### config.mk
export PLATFORM = sky130hd
export DESIGN_NAME = lru_key_value_cache
export DESIGN_NICKNAME = d
export VERILOG_FILES = /design/src/rtl/lkvc_pkg.sv /design/src/rtl/lru_key_value_cache.sv /design/src/rtl/lkvc_cell.sv
export SDC_FILE = /design/constraint.sdc
export NUM_CORES = 2
export LEC_CHECK = 0
export BUFFER_PORTS_ARGS = -buffer_cell sky130_fd_sc_hd__buf_2
export CAP_MARGIN = 10
export CORE_MARGIN = 5
export CORE_UTILIZATION = 50
export CTS_CLUSTER_DIAMETER = 30
export DETAILED_ROUTE_END_ITERATION = 7
export HOLD_SLACK_MARGIN = 0.05
export PLACE_DENSITY = 0.66
export SYNTH_ARGS = -nofsm -noshare
export SYNTH_HDL_FRONTEND = slang
export SYNTH_HIERARCHICAL = 1
export SYNTH_SLANG_ARGS = --single-unit
### constraint.sdc
create_clock -name clk -period 20.9 [get_ports clk]
set_clock_uncertainty 0.05 [all_clocks]
set_input_delay 1.045 -clock clk [delete_from_list [all_inputs] [get_ports clk]]
set_output_delay 1.045 -clock clk [all_outputs]
set_load 0.03 [all_outputs]
### src/rtl/lkvc_pkg.sv
// Shared constants and types of the LRU key-value cache.
`default_nettype none

package lkvc_pkg;

    localparam int ENTRIES    = 16;
    localparam int KEY_BITS   = 64;
    localparam int VALUE_BITS = 64;
    localparam int RANK_W     = (ENTRIES > 1) ? $clog2(ENTRIES) : 1;
    localparam int CNT_W      = $clog2(ENTRIES + 1);

    localparam logic OP_INSERT = 1'b0;
    localparam logic OP_LOOKUP = 1'b1;

    // Partial results rippling along the row of entries during the compare.
    typedef struct packed {
        logic                  claimed;
        logic                  hit;
        logic [RANK_W-1:0]     rank;
        logic [VALUE_BITS-1:0] value;
    } chain_t;

    // Update command broadcast to every entry.
    typedef struct packed {
        logic                  en;
        logic                  op;
        logic                  hit;
        logic [RANK_W-1:0]     hit_rank;
        logic [KEY_BITS-1:0]   key;
        logic [VALUE_BITS-1:0] value;
    } upd_t;

endpackage

`default_nettype wire

### src/rtl/lru_key_value_cache.sv
// Fully associative key-value cache with LRU replacement, built as a row of entry cells.
// A request transfer is registered, compared along the cell row in the compare state,
// then applied in the update state once the output register is free, loading the result.
// A new request is taken while idle, or while the previous request's update is applied.
// Reset (rst_n low, asynchronous) empties the cache and clears all handshake state.
`default_nettype none

module lru_key_value_cache (
    input  wire logic                                 clk,
    input  wire logic                                 rst_n,
    input  wire logic                                 s_tvalid,
    output logic                                      s_tready,
    input  wire logic [127:0]                         s_tdata,  // key[63:0], value[127:64]
    input  wire logic [0:0]                           s_tuser,  // op[0]
    output logic                                      m_tvalid,
    input  wire logic                                 m_tready,
    output logic [lkvc_pkg::VALUE_BITS-1:0]           m_tdata,  // read_value[63:0]
    output logic [0:0]                                m_tuser   // hit[0]
);
    import lkvc_pkg::*;

    typedef enum logic [2:0] {
        ST_IDLE = 3'b001,
        ST_CMP  = 3'b010,
        ST_UPD  = 3'b100
    } state_t;

    state_t state_reg, state_next;

    logic                  op_reg;
    logic [KEY_BITS-1:0]   key_reg;
    logic [VALUE_BITS-1:0] value_reg;

    logic [CNT_W-1:0]      count_reg, count_next;
    logic                  res_hit_reg;
    logic [RANK_W-1:0]     res_rank_reg;
    logic [VALUE_BITS-1:0] res_value_reg;

    logic                  out_valid_reg, out_valid_next;
    logic                  out_hit_reg;
    logic [VALUE_BITS-1:0] out_value_reg;

    logic   accept;
    logic   upd_fire;
    logic   full;
    upd_t   upd;
    chain_t chain [0:ENTRIES];

    assign upd_fire = (state_reg == ST_UPD) && (!out_valid_reg || m_tready);
    assign s_tready = (state_reg == ST_IDLE) || upd_fire;
    assign accept   = s_tvalid && s_tready;
    assign full     = (count_reg == CNT_W'(ENTRIES));

    assign m_tvalid   = out_valid_reg;
    assign m_tdata    = out_value_reg;
    assign m_tuser[0] = out_hit_reg;

    always_comb
    begin
        upd.en       = upd_fire;
        upd.op       = op_reg;
        upd.hit      = res_hit_reg;
        upd.hit_rank = res_rank_reg;
        upd.key      = key_reg;
        upd.value    = value_reg;
    end

    assign chain[0] = '0;

    for (genvar g = 0; g < ENTRIES; g++)
    begin : g_cell
        lkvc_cell u_cell (
            .clk       (clk),
            .rst_n     (rst_n),
            .full      (full),
            .cmp_en    (state_reg == ST_CMP),
            .cmp_key   (key_reg),
            .upd       (upd),
            .chain_in  (chain[g]),
            .chain_out (chain[g+1])
        );
    end

    always_comb
    begin
        state_next = state_reg;
        case (state_reg)
            ST_IDLE: if (accept) state_next = ST_CMP;
            ST_CMP:  state_next = ST_UPD;
            ST_UPD:
            begin
                if (upd_fire)
                begin
                    state_next = accept ? ST_CMP : ST_IDLE;
                end
            end
            default: state_next = ST_IDLE;
        endcase
    end

    always_comb
    begin
        count_next = count_reg;
        if (upd_fire && (op_reg == OP_INSERT) && !res_hit_reg && !full)
        begin
            count_next = count_reg + 1'b1;
        end
    end

    always_comb
    begin
        out_valid_next = out_valid_reg;
        if (upd_fire)
        begin
            out_valid_next = 1'b1;
        end
        else if (m_tready)
        begin
            out_valid_next = 1'b0;
        end
    end

    always_ff @(posedge clk)
    begin
        if (accept)
        begin
            op_reg    <= s_tuser[0];
            key_reg   <= s_tdata[KEY_BITS-1:0];
            value_reg <= s_tdata[64 +: VALUE_BITS];
        end
        if (state_reg == ST_CMP)
        begin
            res_hit_reg   <= chain[ENTRIES].hit;
            res_rank_reg  <= chain[ENTRIES].rank;
            res_value_reg <= chain[ENTRIES].value;
        end
        if (upd_fire)
        begin
            out_hit_reg   <= res_hit_reg;
            out_value_reg <= (op_reg == OP_LOOKUP) ? res_value_reg : '0;
        end
    end

    always_ff @(posedge clk or negedge rst_n)
    begin
        if (!rst_n)
        begin
            state_reg     <= ST_IDLE;
            count_reg     <= '0;
            out_valid_reg <= 1'b0;
        end
        else
        begin
            state_reg     <= state_next;
            count_reg     <= count_next;
            out_valid_reg <= out_valid_next;
        end
    end

endmodule

`default_nettype wire

### src/rtl/lkvc_cell.sv
// One cache entry: key, value, valid bit and recency rank, with its compare logic.
`default_nettype none

module lkvc_cell (
    input  wire logic                           clk,
    input  wire logic                           rst_n,
    input  wire logic                           full,
    input  wire logic                           cmp_en,
    input  wire logic [lkvc_pkg::KEY_BITS-1:0]  cmp_key,
    input  wire lkvc_pkg::upd_t                 upd,
    input  wire lkvc_pkg::chain_t               chain_in,
    output lkvc_pkg::chain_t                    chain_out
);
    import lkvc_pkg::*;

    logic [KEY_BITS-1:0]   key_reg,   key_next;
    logic [VALUE_BITS-1:0] value_reg, value_next;
    logic                  valid_reg, valid_next;
    logic [RANK_W-1:0]     rank_reg,  rank_next;
    logic                  match_reg, match_next;
    logic                  claim_reg, claim_next;

    logic match;
    logic candidate;

    assign match = valid_reg && (key_reg == cmp_key);

    // When full, the victim is the least recent entry; otherwise the first free slot.
    assign candidate = full ? (valid_reg && (rank_reg == RANK_W'(ENTRIES - 1))) : !valid_reg;

    always_comb
    begin
        chain_out.claimed = chain_in.claimed | candidate;
        chain_out.hit     = chain_in.hit | match;
        chain_out.rank    = chain_in.rank | (match ? rank_reg : '0);
        chain_out.value   = chain_in.value | (match ? value_reg : '0);
    end

    always_comb
    begin
        key_next   = key_reg;
        value_next = value_reg;
        valid_next = valid_reg;
        rank_next  = rank_reg;
        match_next = match_reg;
        claim_next = claim_reg;
        if (cmp_en)
        begin
            match_next = match;
            claim_next = candidate && !chain_in.claimed;
        end
        if (upd.en)
        begin
            if (upd.hit)
            begin
                if (match_reg)
                begin
                    rank_next = '0;
                    if (upd.op == OP_INSERT)
                    begin
                        value_next = upd.value;
                    end
                end
                else if (valid_reg && (rank_reg < upd.hit_rank))
                begin
                    rank_next = rank_reg + 1'b1;
                end
            end
            else if (upd.op == OP_INSERT)
            begin
                if (claim_reg)
                begin
                    key_next   = upd.key;
                    value_next = upd.value;
                    valid_next = 1'b1;
                    rank_next  = '0;
                end
                else if (valid_reg)
                begin
                    rank_next = rank_reg + 1'b1;
                end
            end
        end
    end

    always_ff @(posedge clk)
    begin
        key_reg   <= key_next;
        value_reg <= value_next;
    end

    always_ff @(posedge clk or negedge rst_n)
    begin
        if (!rst_n)
        begin
            valid_reg <= 1'b0;
            rank_reg  <= '0;
            match_reg <= 1'b0;
            claim_reg <= 1'b0;
        end
        else
        begin
            valid_reg <= valid_next;
            rank_reg  <= rank_next;
            match_reg <= match_next;
            claim_reg <= claim_next;
        end
    end

endmodule

`default_nettype wire

==> results.json <==
{
  "outcome": "completed",
  "critPathRequiredTime_ns": 21.53,
  "grt_pass1_vias": 60800,
  "drt_iter0_drc": 6274,
  "crit_family": "compound AO/OA/AOI/OAI gates",
  "h-tree-depth": 5,
  "die_y_um": 463,
  "fin_setup_tns_ns": 0,
  "io_pins": 200,
  "start_kind": "flop",
  "cp_slowest_stage_delay_ns": 0.70,
  "routedWlPerCell_um": 27.0,
  "arrival_ns": 6.38,
  "grt_usage": 0.245,
  "rsz0062_at_grt": "false",
  "yosys_warnings": 6,
  "via_per_inst": 6.02,
  "syn_area_sq_um": 102000,
  "crit_slowest_cell": "edfxtp_1",
  "finalHoldViolations": 0,
  "port_buffers": 199,
  "power_frac_comb": 0.087,
  "netlist_instances": 6201,
  "path_depth": 22,
  "nNetsFinal": 7067,
  "cts.sinks": 2432,
  "path_buf_inv": 2,
  "period_minus_slack_ns": 5.75,
  "fmax_mhz": 174,
  "avgSynthCellArea_sq_um": 16.5,
  "min_from": "s_tdata[57]",
  "grt_pass1_wl_mm": 396,
  "setup_viol": 0,
  "fill_cells": 14800,
  "cts-buffers-inserted": 475,
  "seq_power_share": 0.405,
  "setup.worst_path.end": "res_value_reg[22]",
  "finalMaxSlewViolations": 0,
  "die_w_um": 463,
  "cts.path.max_buffers": 4,
  "r2r_start": "key_reg[59]",
  "crit_path_end_kind": "flop",
  "core_area_sq_um": 204000,
  "cap_violations": 0,
  "hold_class": "input pin to flop",
  "postRouteAntennaNets": 0,
  "grt_start_max_net_pins": 75,
  "rows": 166,
  "internal_power_uw": 11100,
  "pwr_density_cell_nw_per_um2": 120,
  "area_delta_synth_final_pct": 19.0,
  "p_clk_frac": 0.508,
  "crit_path_cell_trace": "buf_4 > xor2_1 > nor4_1 > nand4_1 > nor4_4 > buf_4 > a31o_1 > a31o_1 > a31o_1 > a31o_1 > a31o_1 > a31o_1 > a31o_1 > a31o_1 > a31o_1 > a31o_1 > a31o_1 > a31o_1 > a31o_1 > a31o_1 > a31o_1 > a31o_1",
  "hpwlAfterDp_mm": 143,
  "critPathLaunch": "key_reg[59]",
  "p_sw_uw": 3480,
  "antenna_found_initial": 12,
  "p_leak_uw": 0.0423,
  "criticalPathCategory": "flop to flop",
  "gp_congestion": 0.812,
  "cts.clk_slew.worst_paths_ns": 0.05,
  "switching_share": 0.238,
  "cts-root-buf": "clkbuf_16",
  "ff2ff_path_depth": 22,
  "r2r_slack_ns": 15.15,
  "drive_gt1_frac": 0.168,
  "worstMarginPinSlew_ns": 1.25,
  "max_slew_margin": 0.166,
  "cts_tree": "yes",
  "wl_mm": 268,
  "via_count": 59900,
  "r2r_end": "res_value_reg[22]",
  "insertion_delay_ns": 0.99,
  "vdd_drop_max_mv": 0.104,
  "start_util": 0.502,
  "p_total_uw": 14600,
  "final.period_utilization": 0.275,
  "grt_overflow": 0,
  "worstPathMaxFanout": 69,
  "crit_top_cell": "a31o_1",
  "die_area_sq_um": 214000,
  "drt_first_pass_iters": 8,
  "drc_errors": 0
}
==> layer usage <==
layer | up-vias | track usage | routed length [um]
met5 | - | 0 | 11
met4 | 2 | 0.0927 | 9350
met3 | 618 | 0.0479 | 23200
met2 | 2884 | 0.396 | 126000
met1 | 30500 | 0.331 | 109000
li1 | 25900 | - | -
==> power by group through the flow <==
stage / combinational (uW) / sequential, uW / clock [uW]
6_report: 1280 / 5920 / 7420
5_1_grt: 1400 / 5940 / 7760
4_1_cts: 1290 / 5920 / 7490
3_5_place_dp: 1270 / 6000 / 0
3_3_place_gp: 1240 / 5990 / 0
2_1_floorplan: 667 / 6120 / 0
==> final cells by class <==
cell class	count	area [sq um]	area share
antenna	4	10.0	0.0000821
clock buffer	551	12400	0.102
clock inverter	314	3430	0.0281
inverter	274	1030	0.00844
multi-input combinational	3318	27000	0.221
sequential	2432	72400	0.594
tap	2688	3360	0.0276
timing repair buffer	367	2280	0.0187
==> worst reg2reg max path: cells and delay by family, from the launching register on <==
family / cells / cell delay (ns)
compound gates: 16 / 3.30
xor+xnor: 1 / 0.20
buf+inv: 2 / 0.82
flops: 1 / 0.70
simple gates: 3 / 0.42
==> worst min-delay path by stage <==
stage | endpoint | slack [ns] | cells after the start
global route | key_reg[32] | 0.14 | 1
global placement | g_cell[4].u_cell/key_reg[46] | 0.40 | 0
CTS | key_reg[58] | 0.12 | 1
finish | key_reg[57] | 0.19 | 1
floorplan | count_reg[4] | 0.40 | 1
detailed placement | g_cell[4].u_cell/key_reg[46] | 0.39 | 0
==> cell usage in the layout, fill, tap and decap left out, types with 67 or more instances in the layout <==
cell type	count
conb_1	71
nor4_1	159
xor2_1	575
clkinv_2	72
a31o_1	1104
nand4_1	83
edfxtp_1	2311
dfrtp_1	120
nand2b_1	99
buf_4	166
xnor2_1	293
clkbuf_16	483
clkinv_1	69
nor2_1	67
inv_1	274
buf_2	198
==> through the flow <==
| stage | utilization | area [sq um] | hold WS, ns | setup slack, ns | instances |
|---|---|---|---|---|---|
| finish | 0.597 | 122000 | 0.193 | 15.15 | 9948 |
| global route | 0.597 | 122000 | 0.140 | 14.92 | 9945 |
| CTS | 0.597 | 122000 | 0.118 | 15.16 | 9943 |
| detailed placement | 0.519 | 106000 | 0.394 | 15.22 | 9077 |
| global placement | 0.519 | 106000 | 0.396 | 15.27 | 9077 |
| floorplan | - | 103000 | 0.396 | 10.30 | 6271 |
==> repair_timing <==
item / CTS / global route
resized for setup: 0 / 0
endpoints found under the setup margin: 0 / 0
hold endpoints to repair: 46 / 0
hold buffers: 1 / 0
setup buffers: 0 / 0
(Power assumes the default switching activity.)
